--- src/rtl/rts_pkg.sv ---
`default_nettype none

package rts_pkg;

    // Configuration register geometry.
    localparam int SIZE_W        = 11;
    localparam int CFG_ADDR_W    = 3;
    localparam int CFG_DATA_W    = 32;
    localparam int MAX_WIDTH_DEF = 1024;
    localparam int MAX_HEIGHT    = 1024;

    // Row counter width, enough for rows 0 to MAX_HEIGHT-1.
    localparam int ROW_W = 10;

    // One tile gives 32 byte pairs: 16 alpha-red, then 16 green-blue.
    localparam int TILE_PAIRS = 32;
    localparam int PAIR_W     = 5;

    localparam logic [SIZE_W-1:0] WIDTH_RESET  = 11'd640;
    localparam logic [SIZE_W-1:0] HEIGHT_RESET = 11'd480;
    localparam logic [SIZE_W-1:0] SIZE_MASK    = 11'h7FC;
    localparam logic [SIZE_W-1:0] TILE_SIZE    = 11'd4;

    typedef enum logic {
        REG_WIDTH  = 1'b0,
        REG_HEIGHT = 1'b1
    } reg_idx_t;

    typedef enum logic {
        ST_IDLE,
        ST_EMIT
    } ctrl_state_t;

    typedef struct packed {
        logic [7:0] red;
        logic [7:0] green;
        logic [7:0] blue;
        logic [7:0] alpha;
    } pixel_in_t;

    typedef struct packed {
        logic [7:0] first_byte;
        logic [7:0] second_byte;
        logic       tile_done;
        logic       image_done;
    } pair_out_t;

    typedef struct packed {
        logic [SIZE_W-1:0] width;
        logic [SIZE_W-1:0] height;
    } size_cfg_t;

    typedef struct packed {
        logic accept;
        logic issue;
    } dp_cmd_t;

    typedef struct packed {
        logic tile_hit;
        logic slot_free;
        logic last_pair;
    } dp_stat_t;

    // Clears the low two bits, maps zero to one tile and clamps to the limit.
    function automatic logic [SIZE_W-1:0] eff_size(input logic [SIZE_W-1:0] raw,
                                                   input int limit);
        logic [SIZE_W-1:0] v;
        v = raw & SIZE_MASK;
        if (v == '0) begin
            v = TILE_SIZE;
        end
        if (int'(v) > limit) begin
            v = SIZE_W'(limit);
        end
        return v;
    endfunction

endpackage

`default_nettype wire

--- src/rtl/rts_regs.sv ---
`default_nettype none

module rts_regs #(
    parameter int MAX_WIDTH = rts_pkg::MAX_WIDTH_DEF
) (
    input  wire logic                           aclk,
    input  wire logic                           aresetn,
    input  wire logic                           psel,
    input  wire logic                           penable,
    input  wire logic                           pwrite,
    input  wire logic [rts_pkg::CFG_ADDR_W-1:0] paddr,
    input  wire logic [rts_pkg::CFG_DATA_W-1:0] pwdata,
    output logic      [rts_pkg::CFG_DATA_W-1:0] prdata,
    output logic                                pready,
    output rts_pkg::size_cfg_t                  cfg
);
    import rts_pkg::*;

    logic [SIZE_W-1:0] width_raw_reg, width_raw_next;
    logic [SIZE_W-1:0] height_raw_reg, height_raw_next;
    logic [SIZE_W-1:0] width_eff_reg, width_eff_next;
    logic [SIZE_W-1:0] height_eff_reg, height_eff_next;
    logic              wr_en;
    reg_idx_t          reg_idx;
    logic [SIZE_W-1:0] wr_value;

    assign pready   = 1'b1;
    assign wr_en    = psel && penable && pwrite && pready;
    assign reg_idx  = reg_idx_t'(paddr[2]);
    assign wr_value = pwdata[SIZE_W-1:0];

    // The effective sizes are worked out at write time, so the datapath sees them ready.
    always_comb begin
        width_raw_next  = width_raw_reg;
        height_raw_next = height_raw_reg;
        width_eff_next  = width_eff_reg;
        height_eff_next = height_eff_reg;
        if (wr_en) begin
            unique case (reg_idx)
                REG_WIDTH: begin
                    width_raw_next = wr_value;
                    width_eff_next = eff_size(wr_value, MAX_WIDTH);
                end
                REG_HEIGHT: begin
                    height_raw_next = wr_value;
                    height_eff_next = eff_size(wr_value, MAX_HEIGHT);
                end
            endcase
        end
    end

    always_ff @(posedge aclk) begin
        if (!aresetn) begin
            width_raw_reg  <= WIDTH_RESET;
            height_raw_reg <= HEIGHT_RESET;
            width_eff_reg  <= eff_size(WIDTH_RESET, MAX_WIDTH);
            height_eff_reg <= eff_size(HEIGHT_RESET, MAX_HEIGHT);
        end else begin
            width_raw_reg  <= width_raw_next;
            height_raw_reg <= height_raw_next;
            width_eff_reg  <= width_eff_next;
            height_eff_reg <= height_eff_next;
        end
    end

    always_comb begin
        unique case (reg_idx)
            REG_WIDTH:  prdata = CFG_DATA_W'(width_raw_reg);
            REG_HEIGHT: prdata = CFG_DATA_W'(height_raw_reg);
        endcase
    end

    assign cfg.width  = width_eff_reg;
    assign cfg.height = height_eff_reg;

endmodule

`default_nettype wire

--- config.mk ---
export PLATFORM = sky130hd
export DESIGN_NAME = rts_regs
export DESIGN_NICKNAME = d
export VERILOG_FILES = /design/src/rtl/rts_pkg.sv /design/src/rtl/rts_regs.sv
export SDC_FILE = /design/constraint.sdc
export NUM_CORES = 1
export LEC_CHECK = 0
export ABC_AREA = 1
export BUFFER_PORTS_ARGS = -buffer_cell sky130_fd_sc_hd__clkbuf_2
export CAP_MARGIN = 5
export CORE_ASPECT_RATIO = 1.5
export CORE_MARGIN = 4
export CORE_UTILIZATION = 25
export CTS_BUF_LIST = sky130_fd_sc_hd__clkbuf_4 sky130_fd_sc_hd__clkbuf_8
export CTS_CLUSTER_DIAMETER = 30
export DETAILED_ROUTE_END_ITERATION = 6
export PLACE_DENSITY = 0.52
export SYNTH_ARGS = -nofsm -noshare
export SYNTH_HDL_FRONTEND = slang
export SYNTH_SLANG_ARGS = --single-unit
--- constraint.sdc ---
create_clock -name aclk -period 1 [get_ports aclk]
set_input_delay 0.2 -clock aclk [delete_from_list [all_inputs] [get_ports aclk]]
set_output_delay 0.2 -clock aclk [all_outputs]
set_load 0.02 [all_outputs]
==> results of run 1 <==
[worst max-delay path: cells and delay by family (launching register included)]
family                 cells  cell delay (ns)
DFF                        1             0.33
buffers and inverters      1             0.14
and+or+nand+nor            2             0.12
[logic make-up after synthesis]
logic type	after synthesis
buffers and inverters	48
and+or+nand+nor	93
DFF	40
AOI/OAI and AO/OA	58
other	2
[worst paths after layout]
check	from	endpoint	slack [ns]
worst max-delay path	width_raw_reg[1]	prdata[1]	-0.08
worst min-delay path	pwdata[1]	height_raw_reg[1]	0.16
worst max register to register	width_raw_reg[6]	width_raw_reg[6]	0.33
worst min register to register	height_raw_reg[6]	height_raw_reg[6]	0.45
[power groups by stage]
stage	clock network [mW]	registers, mW	logic [mW]
final	1.05	1.68	0.620
after detailed placement	0	1.71	0.523
after global placement	0	1.71	0.520
after CTS	1.09	1.68	0.592
after floorplan	0	1.73	0.360
after global routing	1.14	1.69	0.669
[metal layers]
| layer | vias to the layer above | global-route usage | part of all wire | routed length, µm |
|---|---|---|---|---|
| met5 | - | 0 | 0 | 0 |
| met2 | 64 | 0.1945 | 0.48 | 2427 |
| li1 | 858 | - | - | - |
| met1 | 764 | 0.1337 | 0.43 | 2162 |
| met3 | 5 | 0.03210 | 0.069 | 347 |
| met4 | 0 | 0.04394 | 0.015 | 73 |
[through the flow]
stage / TNS, ns / cell area, µm²
5_1_grt: -1.263 / 2620
2_1_floorplan: 0 / 1911
4_1_cts: -1.029 / 2530
3_5_place_dp: -4.340 / 2192
6_report: -0.7196 / 2620
3_3_place_gp: -4.088 / 2192
[synth_stat cells]
library cell and count:
a21oi_1 26, buf_2 5, buf_4 27, buf_6 1, clkbuf_1 5, conb_1 2
dfxtp_1 40, inv_1 6, inv_2 4, nand2_1 57, nand2_2 5, nand3_1 5
nand3_2 1, nor2_1 21, nor2_4 2, o211ai_1 2, o211ai_2 3, o21ai_0 22
o21ai_1 3, o21bai_1 1, o31ai_1 1, or2_1 2
[repair_timing]
action | CTS | global route
pin swaps | 9 | 8
setup buffers | 1 | 2
setup endpoints to repair | 26 | 41
gates resized for setup | 80 | 44
[cell type report]
cell class / count / area share
multi-input cells: 177 / 0.3305
flip-flops and latches: 40 / 0.3223
repair buffers: 72 / 0.2545
well taps: 97 / 0.04632
clock buffers: 6 / 0.02913
inverters: 10 / 0.01528
clock inverters: 1 / 0.001910
==> impl_summary.md, run 1 <==
Power
The share of total power dissipated in the clock network is 0.312. Of the total power, combinational logic draws 0.185. The switching part of the total is 0.2818.

The cell leakage power is 1.223 nW. Dividing total power by cell area gives a power density of 1278 nW/µm². The part of the power in registers is 0.503. IR analysis of the VDD net gives a maximum drop of 0.4897 mV.

The total net switching power is 0.9437 mW. Power comes to 3.349 mW. The internal portion of the total power is 2.405 mW.

Clock tree
CTS built an H-tree with a depth of 2. The TritonCTS clock tree is done. Clock-pin slew was measured on the worst setup and hold paths at 0.08 ns. The clock net sink count is 40. Buffers inserted to repair hold after CTS numbered 0.

In this run the deepest clock path goes through 2 buffers. Clock tree synthesis inserted a total of 5 buffers. The clock tree root driver cell is clkbuf_8. The latest clock arrival within the worst-skew pair is 0.29 ns.

Setup path
Of all nets on the critical path, the largest fanout is 2. The cell seen most often among critical-path stages is nand2_1. The library cell contributing the largest single delay on the critical path is dfxtp_2. The largest single stage delay on the critical path is 0.33 ns. STA classifies the critical path startpoint as a register.

Measured in cells, the most critical reg-to-reg path has a length of 3. The kind of end point of the critical path is an output pin. The arrival time of data at the critical path endpoint is 0.88 ns.

The critical path data required time is 0.80 ns. Walking the worst path, the cells encountered are nand2_1 > nand2_1 > clkbuf_8. The critical path in this run is classified as reg2out.

Layout
In the layout the commonest cells are 42 x nand2_1, 35 x dfxtp_2, 32 x buf_4. The library cell used most frequently in the layout, excluding fill and tap cells, is nand2_1. The area growth from synthesis to layout is 43.92%.

The antenna diode count is 0. After the last flow step, the layout net total stands at 346. The non-filler instance count after layout is 403. The number of fill cells is 741. The multi-input combinational cells in the finished layout cover a total of 865.8 µm².

The register area is 844.6 µm². The ratio of cells with drive above 1 in the final layout is 0.4739. The end-of-flow core utilization is 0.3748.

Global route
The initial antenna violation count is 0. In the global route stage, overall resource usage came out at 0.1141. Entering global routing, the biggest net connects 29 pins. For this run the aggregate overflow at the end of global routing stands at 0. The first global-routing pass estimated 7810 µm of wire.

The via count of the first global-routing pass is 1,585.

Timing
Across all setup checks in the final design, the least slack found is -0.07889 ns. The clock period minus final worst setup slack is 1.079 ns. The ratio of final minimum period to clock period is 1.079.

The number of hold violations in the final report is 0. The worst hold-check slack is 0.1569 ns. The number of pins exceeding their max-slew limit in the final report was 0. On the final layout, the worst clock skew is 0 ns. The final setup violation count is 11. Based on the critical path, the design can be clocked at up to 926.9 MHz. Setup repair after global routing could not meet its margin everywhere.

Logic synthesis
dfxtp_1 takes more of the synthesized area than any other cell. Of the total synthesized cell area, the portion taken by full adders, half adders and majority gates is 0. Counting every instance in the synthesized netlist gives 241. After synthesis, the largest family of logic cells by area is simple AND/OR/NAND/NOR gates. Of the post-synthesis cell area, the part taken by muxes is 0. The fraction of the mapped netlist area in compound gates was 0.1773. The mean area per synthesized cell is 7.554 µm². Yosys attributes the largest share of cell area to dfxtp_1 44%, nand2_1 12%, buf_4 11%, a21oi_1 7.1%, o21ai_0 6.0%. The cell area that synthesis handed to floorplanning was 1820 µm². The share of the synthesized netlist area taken by xor and xnor gates is 0. The simple-gate portion of the synthesized area is 0.2165. The number of synthesis warnings is 0.

The synthesized netlist contains 22 unique library cells. In this run, synthesis produced a sequential element count of 40. Of the post-synthesis cell area, the dominant cell type holds 0.4399. Of the synthesized area, sequential elements account for 0.4399.

Floorplanning
The initial core utilization is 0.2604. 95 I/O pins were placed. After floorplanning, the core was sized to cover 6990 µm². The horizontal die dimension is 77.68 µm.

The die covers 8740 µm². In this run the core area contains 37 standard-cell rows. In this run the vertical extent of the chip is 112.5 µm.

Route
The first-pass iteration count of the detailed router is 4. After detailed routing, the number of remaining DRC violations is 0. In the routed layout, each cell is associated on average with a via count of 4.196. Dividing the detail-routed wire length by the instance count gives 12.43 µm. After detailed routing, the total wire length is 5011 µm. The total via count after detailed routing is 1,691. The count of antenna-violating nets left after detailed routing is 0. The starting DRC count in detailed routing is 58.

Run status
The flow ran to the end, but the final reports show violations. The final reports fail on negative setup slack.

Worst hold path
In this run the worst hold path is classified as in2reg. Counting instances, the worst hold path has a depth of 3.

Flow run
The tool flagged a number of max-cap violations equal to 0.

Placement
The worst setup timing slack at the placement stage is -0.1898 ns. The estimated wirelength of the detail-placed design is 3600 µm. The placer congestion estimate is 0.7694. The count of buffers added on input and output ports is 45. The placed cell count is 393.
Power figures use the tool's default switching activity.
==> run 2, diff against run 1 <==
SKIP_CTS_REPAIR_TIMING = 1   (was default)
TNS_END_PERCENT = 5   (was default)
==> run 2 against run 1 <==
The run still ends with negative setup slack left. Power fell by 1.7%. Core utilization decreased by 2.4 points. Clock power is essentially flat. Wire length decreased by 1.2%. Register-to-register slack hardly changed. Cell area decreased by 6.4%. Sequential power about the same. Sequential cell count unchanged. Worst hold slack hardly changed. Count of clock-buffer cells in the layout did not move. Largest cell class unchanged. Highest routed layer unchanged.
==> impl_summary.md, run 2 (same netlist as run 1, synthesis figures left out) <==
Run status
Run status: complete, but fails checks (unchanged). Violated checks: negative setup slack (unchanged).

Route
The total via count after detailed routing is 1,658 (was 1,691). The count of antenna-violating nets left after detailed routing came to 0 (unchanged). The first-pass iteration count of the detailed router is 4 (unchanged). The average via count per standard cell was 4.145 (was 4.196). The post-detailed-route DRC marker count is 0 (unchanged). The starting DRC count in detailed routing is 72 (was 58).

The total wire length was 4950 µm (was 5011 µm). The detail-routed net length per standard cell was 12.38 µm (was 12.43 µm).

Setup path
The timing startpoint of the critical path is height_raw_reg[5] (was width_raw_reg[1]). The startpoint-to-endpoint class of the critical path is reg2out (unchanged). CP cell instances: nand2_1 > nand2_2 > buf_6 (was nand2_1 > nand2_1 > clkbuf_8). The highest net fanout along the worst path is 2 (unchanged). The library cell contributing the largest single delay on the critical path is dfxtp_1 (was dfxtp_2). The arrival time of data at the critical path endpoint was 0.88 ns (about the same). The launch point of the worst reg-to-reg path is width_raw_reg[4] (was width_raw_reg[6]). The sort of element at the start of the critical path is a register (unchanged). The biggest cell delay along the critical path is 0.33 ns (about the same). The critical path data required time is 0.80 ns (about the same). The kind of end point of the critical path is an output pin (unchanged).

Layout
The most frequent standard cell in the layout excluding fill and tap cells is nand2_1 (unchanged). The non-filler instance count after layout was 400 (was 403). The ratio of cells with drive above 1 in the final layout is 0.4323 (was 0.4739). The post-layout instance area came to 2452 µm² (was 2620 µm²). The area growth from synthesis to final layout was 34.71% (was 43.92%). The number of nets at the end of the flow was 343 (was 346).

The antenna diode count is 0 (unchanged). The end-of-flow core utilization is 0.3508 (was 0.3748). Leading cell types in the layout, fill and taps excluded: 46 x nand2_1, 41 x buf_4, 29 x dfxtp_2 (was 42 x nand2_1, 35 x dfxtp_2, 32 x buf_4).

Clock tree
The clock net sink count was 40 (unchanged). The deepest level of the CTS H-tree came to 2 (unchanged). The clock transition at the register clock pins on the worst setup and hold paths after CTS is 0.08 ns (about the same). The latest clock arrival within the worst-skew pair was 0.29 ns (about the same). The clock tree root driver cell is clkbuf_8 (unchanged). The maximum root-to-sink buffer count came to 2 (unchanged). The TritonCTS clock tree is done (unchanged). The total CTS buffers is 5 (unchanged).

Placement
The placed cell count is 393 (unchanged). The instance area after placement came to 2192 µm² (unchanged). The estimated wirelength of the detail-placed design is 3600 µm (unchanged). The count of port buffers added during placement is 45 (unchanged).

The worst setup timing slack at the placement stage came to -0.1898 ns (unchanged). The placer congestion estimate is 0.7694 (unchanged).

Worst hold path
The hold path startpoint is pwdata[1] (unchanged). The classification of the worst-slack hold path is in2reg (unchanged).

Global route
The via count of the first global-routing pass is 1,565 (was 1,585). The global-route wire length before repair is 7665 µm (was 7810 µm). The largest net degree at the start of global routing is 29 (unchanged). The overflow left after global routing was 0 (unchanged). The initial antenna violation count is 0 (unchanged). The global-route usage over all layers is 0.1116 (was 0.1141).

Floorplanning
The initial core utilization is 0.2604 (unchanged). The number of I/O pins was 95 (unchanged). The floorplan die area is 8740 µm² (unchanged). The number of placement rows was 37 (unchanged). The die span in y was 112.5 µm (unchanged). The horizontal die dimension is 77.68 µm (unchanged). The placeable core region is 6990 µm² (unchanged).

Timing
The number of hold violations in the final report is 0 (unchanged). The final setup violation count is 11 (unchanged). The number of pins exceeding their max-slew limit in the final report came to 0 (unchanged). The ratio of final minimum period to clock period is 1.084 (was 1.079). The highest clock rate is 922.2 MHz (was 926.9 MHz). The total negative slack is -0.6349 ns (was -0.7196 ns). RSZ-0062 raised after global routing: true (unchanged). The clock period minus final worst setup slack is 1.084 ns (was 1.079 ns). The final worst setup slack is -0.08436 ns (was -0.07889 ns). The final clock skew is 0 ns (unchanged).

Power
The cell leakage power is 1.163 nW (was 1.223 nW). The part of the power in registers is 0.510 (was 0.503). The cell area power density came to 1342 nW/µm² (was 1278 nW/µm²).

The total net switching power was 0.9282 mW (was 0.9437 mW). The fraction of power consumed by the clock network is 0.316 (was 0.312). The combinational share of power was 0.174 (was 0.185).

The maximum ir drop on the vdd rail is 0.5222 mV (was 0.4897 mV). The switching part of the total came to 0.2819 (was 0.2818). The internal power of the cells is 2.364 mW (was 2.405 mW).

Flow run
The number of max-cap violations was 0 (unchanged).
## run 2: cell types whose count changed in the layout (fill, tap and decap cells not counted), moves of 3 or more
cell / delta
nand2_2: -3
dfxtp_1: +6
nand2_1: +4
buf_8: -10
dfxtp_2: -6
buf_4: +9
clkbuf_8: -12
buf_6: +9
## run 2: cell type report
cell class,instances,area (µm²)
clock buffer,6,76.32
clock inverter,1,5.005
tap,97,121.4
inverter,10,40.04
multi-input combinational,177,847.1
sequential,40,837.1
fill,763,4538
timing repair buffer,69,525.5
## run 2: worst paths after layout
| path | endpoint | slack, ns | cells past startpoint |
|---|---|---|---|
| hold / removal | height_raw_reg[1] | 0.16 | 3 |
| hold reg to reg | height_raw_reg[6] | 0.45 | 2 |
| setup reg to reg | width_raw_reg[4] | 0.33 | 2 |
| setup / recovery | prdata[5] | -0.08 | 3 |
## run 2: stage by stage
stage          hold WS (ns)  total power [mW]
3_3_place_gp         0.4470             2.225
4_1_cts              0.1573             3.283
2_1_floorplan        0.2962             2.091
6_report             0.1573             3.292
5_1_grt              0.1752             3.451
3_5_place_dp         0.4508             2.230
## run 2: power by group through the flow
stage / Combinational [mW] / Clock, mW / Sequential (mW)
3_3_place_gp: 0.520 / 0 / 1.71
4_1_cts: 0.524 / 1.09 / 1.67
3_5_place_dp: 0.523 / 0 / 1.71
5_1_grt: 0.622 / 1.14 / 1.68
2_1_floorplan: 0.360 / 0 / 1.73
6_report: 0.572 / 1.04 / 1.68
## run 2: worst max-delay path, delay by kind of cell, from the launching register on
kind | cells | cell delay [ns]
flops | 1 | 0.33
simple gates | 2 | 0.15
buf+inv | 1 | 0.12
## run 2: routing by layer
metal | global-route usage | routed length (µm) | vias up | share of wire
met4 | 0.04513 | 70 | 0 | 0.014
met3 | 0.03291 | 351 | 5 | 0.071
met1 | 0.1323 | 2144 | 736 | 0.43
met5 | 0 | 0 | - | 0
li1 | - | - | 852 | -
met2 | 0.1865 | 2384 | 65 | 0.48
==> run 3, diff against run 2 <==
PLACE_DENSITY = 0.5   (was 0.52)
clock period = 1.1 ns   (was 1 ns; I/O delays follow)
==> run 3 against run 2 <==
The run now ends clean. Die area unchanged. Power down 1.4%. Cell area down 0.71%. Non-clock buffer count up 1. Clock skew unchanged. Global-route usage about the same. Wire length down 1.4%. Core utilization down 0.25 points. Largest cell class is now flip-flops and latches.
==> impl_summary.md, run 3 (same netlist as run 1, synthesis figures left out) <==
Placement
The instance area after placement came to 2212 µm² (was 2192 µm²). The count of port buffers added during placement is 45 (unchanged). The placer congestion estimate came to 0.7270 (was 0.7694). The estimated wirelength of the detail-placed design is 3691 µm (was 3600 µm).

Route
The length of routed met2 wiring is 2401 µm (was 2384 µm). The detail-routed net length per standard cell is 12.14 µm (was 12.38 µm). The count of antenna-violating nets left after detailed routing is 0 (unchanged). The top routing layer in use is met4 (unchanged).

The post-detailed-route DRC marker count is 0 (unchanged). The total via count after detailed routing is 1,633 (was 1,658). The amount of wire on met3 after detailed routing is 261 µm (was 351 µm). The detailed-routing wirelength on met1 came to 2139 µm (was 2144 µm). The starting DRC count in detailed routing came to 97 (was 72). The average via count per standard cell is 4.062 (was 4.145). The total wire length is 4879 µm (was 4950 µm).

The first-pass iteration count of the detailed router is 4 (unchanged).

Setup path
The critical path data required time is 0.88 ns (was 0.80 ns). The startpoint-to-endpoint class of the critical path is reg2out (unchanged). The timing startpoint of the critical path is width_raw_reg[1] (was height_raw_reg[5]).

The launch point of the worst reg-to-reg path is width_raw_reg[0] (was width_raw_reg[4]). CP cell instances: nand2_1 > nand2_1 > buf_6 (was nand2_1 > nand2_2 > buf_6). The register-to-register setup slack was 0.44 ns (was 0.33 ns). The kind of end point of the critical path is an output pin (unchanged). The biggest cell delay along the critical path is 0.32 ns (was 0.33 ns). The library cell contributing the largest single delay on the critical path is dfxtp_2 (was dfxtp_1).

The sum of buffers and inverters on the critical path came to 1 (unchanged). The cell seen most often among critical-path stages is nand2_1. The highest net fanout along the worst path came to 2 (unchanged).

The arrival time of data at the critical path endpoint is 0.87 ns (was 0.88 ns). The depth of the worst register-to-register path was 2 (unchanged). The sort of element at the start of the critical path is a register (unchanged). The worst flop-to-flop path endpoint is width_raw_reg[0] (was width_raw_reg[4]).

The cell count along the critical path was 3 (unchanged). The timing endpoint of the critical path is prdata[1] (was prdata[5]). The kind of cell with the highest combined delay on the critical path was flip-flops (unchanged).

Power
The sum of internal, switching and leakage power was 3.246 mW (was 3.292 mW). The cell area power density was 1333 nW/µm² (was 1342 nW/µm²). The cell leakage power was 1.174 nW (was 1.163 nW). The maximum ir drop on the vdd rail was 0.6114 mV (was 0.5222 mV).

Global route
The overflow left after global routing is 0 (unchanged). The initial antenna violation count came to 0 (unchanged). The via count of the first global-routing pass is 1,551 (was 1,565). The global-route usage over all layers is 0.1121 (was 0.1116). The largest net degree at the start of global routing came to 29 (unchanged). The global-route wire length before repair was 7686 µm (was 7665 µm).

Clock tree
The clock net sink count came to 40 (unchanged). The deepest level of the CTS H-tree is 2 (unchanged). The TritonCTS clock tree is done (unchanged).

The total CTS buffers was 5 (unchanged). The clock transition at the register clock pins on the worst setup and hold paths after CTS came to 0.08 ns (about the same). The clock tree root driver cell is clkbuf_8 (unchanged).

The latest clock arrival within the worst-skew pair is 0.28 ns (was 0.29 ns). The maximum root-to-sink buffer count came to 2 (unchanged).

Run status
Run status: finished, final reports clean (was complete, but fails checks).

Timing
RSZ-0062 raised after global routing: true (unchanged). The highest clock rate is 914.0 MHz. The number of hold violations in the final report is 0 (unchanged).

The final clock skew is 0 ns (unchanged). In the finished design, the share of the clock period the worst path needs comes to 0.9946. The number of pins exceeding their max-slew limit in the final report is 0 (unchanged). The clock period could shrink to 1.094 ns. The final setup violation count is 0 (was 11).

Floorplanning
The horizontal die dimension is 77.68 µm (unchanged). The placeable core region was 6990 µm² (unchanged). The number of I/O pins is 95 (unchanged). The number of placement rows is 37 (unchanged). The die span in y was 112.5 µm (unchanged). The floorplan die area is 8740 µm² (unchanged). The initial core utilization is 0.2604 (unchanged).

Layout
The number of nets at the end of the flow is 344 (was 343). Leading cell types in the layout, fill and taps excluded: 53 x nand2_1, 33 x clkbuf_2, 26 x a21oi_1, 26 x conb_1 (was 46 x nand2_1, 41 x buf_4, 29 x dfxtp_2). The ratio of cells with drive above 1 in the final layout is 0.3803 (was 0.4323). The area growth from synthesis to final layout is 33.75% (was 34.71%). The most frequent standard cell in the layout excluding fill and tap cells is nand2_1 (unchanged).

The post-layout instance area is 2435 µm² (was 2452 µm²). The antenna diode count is 0 (unchanged).

Flow run
The number of max-cap violations is 0 (unchanged).

Worst hold path
The classification of the worst-slack hold path was in2reg (unchanged).
==> run 3: worst min path at each step <==
stage / from / end / slack (ns) / cells past startpoint
after floorplan: pwdata[10] / height_eff_reg[6] / 0.32 / 1
after global placement: height_raw_reg[6] / height_raw_reg[6] / 0.44 / 2
after detailed placement: height_raw_reg[6] / height_raw_reg[6] / 0.45 / 2
after CTS: pwdata[1] / width_raw_reg[1] / 0.17 / 3
after global routing: pwdata[1] / width_raw_reg[1] / 0.18 / 3
final: pwdata[1] / width_raw_reg[1] / 0.17 / 3
==> run 3: per-layer routing <==
metal,up-vias,track usage
met4,0,0.04632
met2,57,0.1957
met5,-,0
met3,8,0.02408
met1,717,0.1307
li1,851,-
==> run 3: stage by stage <==
step | setup WS [ns] | util | hold WS [ns] | setup TNS, ns | cells
2_1_floorplan | 0.09942 | - | 0.3162 | 0 | 265
3_3_place_gp | -0.09616 | 0.3164 | 0.4446 | -1.410 | 394
3_5_place_dp | -0.1033 | 0.3164 | 0.4455 | -1.379 | 394
4_1_cts | -0.05950 | 0.3324 | 0.1707 | -0.4931 | 402
5_1_grt | -0.04046 | 0.3483 | 0.1814 | -0.2679 | 402
6_report | 0.005953 | 0.3483 | 0.1748 | 0 | 402
==> run 3: power breakdown <==
part           internal [mW]  total [mW]  leakage (nW)  switching, mW
registers               1.50        1.52         0.329         0.0228
logic                  0.190       0.517         0.787          0.327
clock network          0.698        1.21        0.0586          0.509
total                   2.39        3.25          1.17          0.859
==> run 3: final cells by class <==
| type | instances | area [µm²] |
|---|---|---|
| Inverter | 10 | 40.04 |
| Clock inverter | 2 | 35.03 |
| Tap cell | 97 | 121.4 |
| Multi-Input combinational cell | 177 | 824.5 |
| Fill cell | 750 | 4556 |
| Sequential cell | 40 | 824.5 |
| Clock buffer | 6 | 76.32 |
| Timing Repair Buffer | 70 | 513.0 |
==> run 3: worst register-to-register path, cell delays in order, from the launching register on <==
cell and delay (ns):
dfxtp_2 0.32, o21ai_0 0.17, nor2_1 0.06
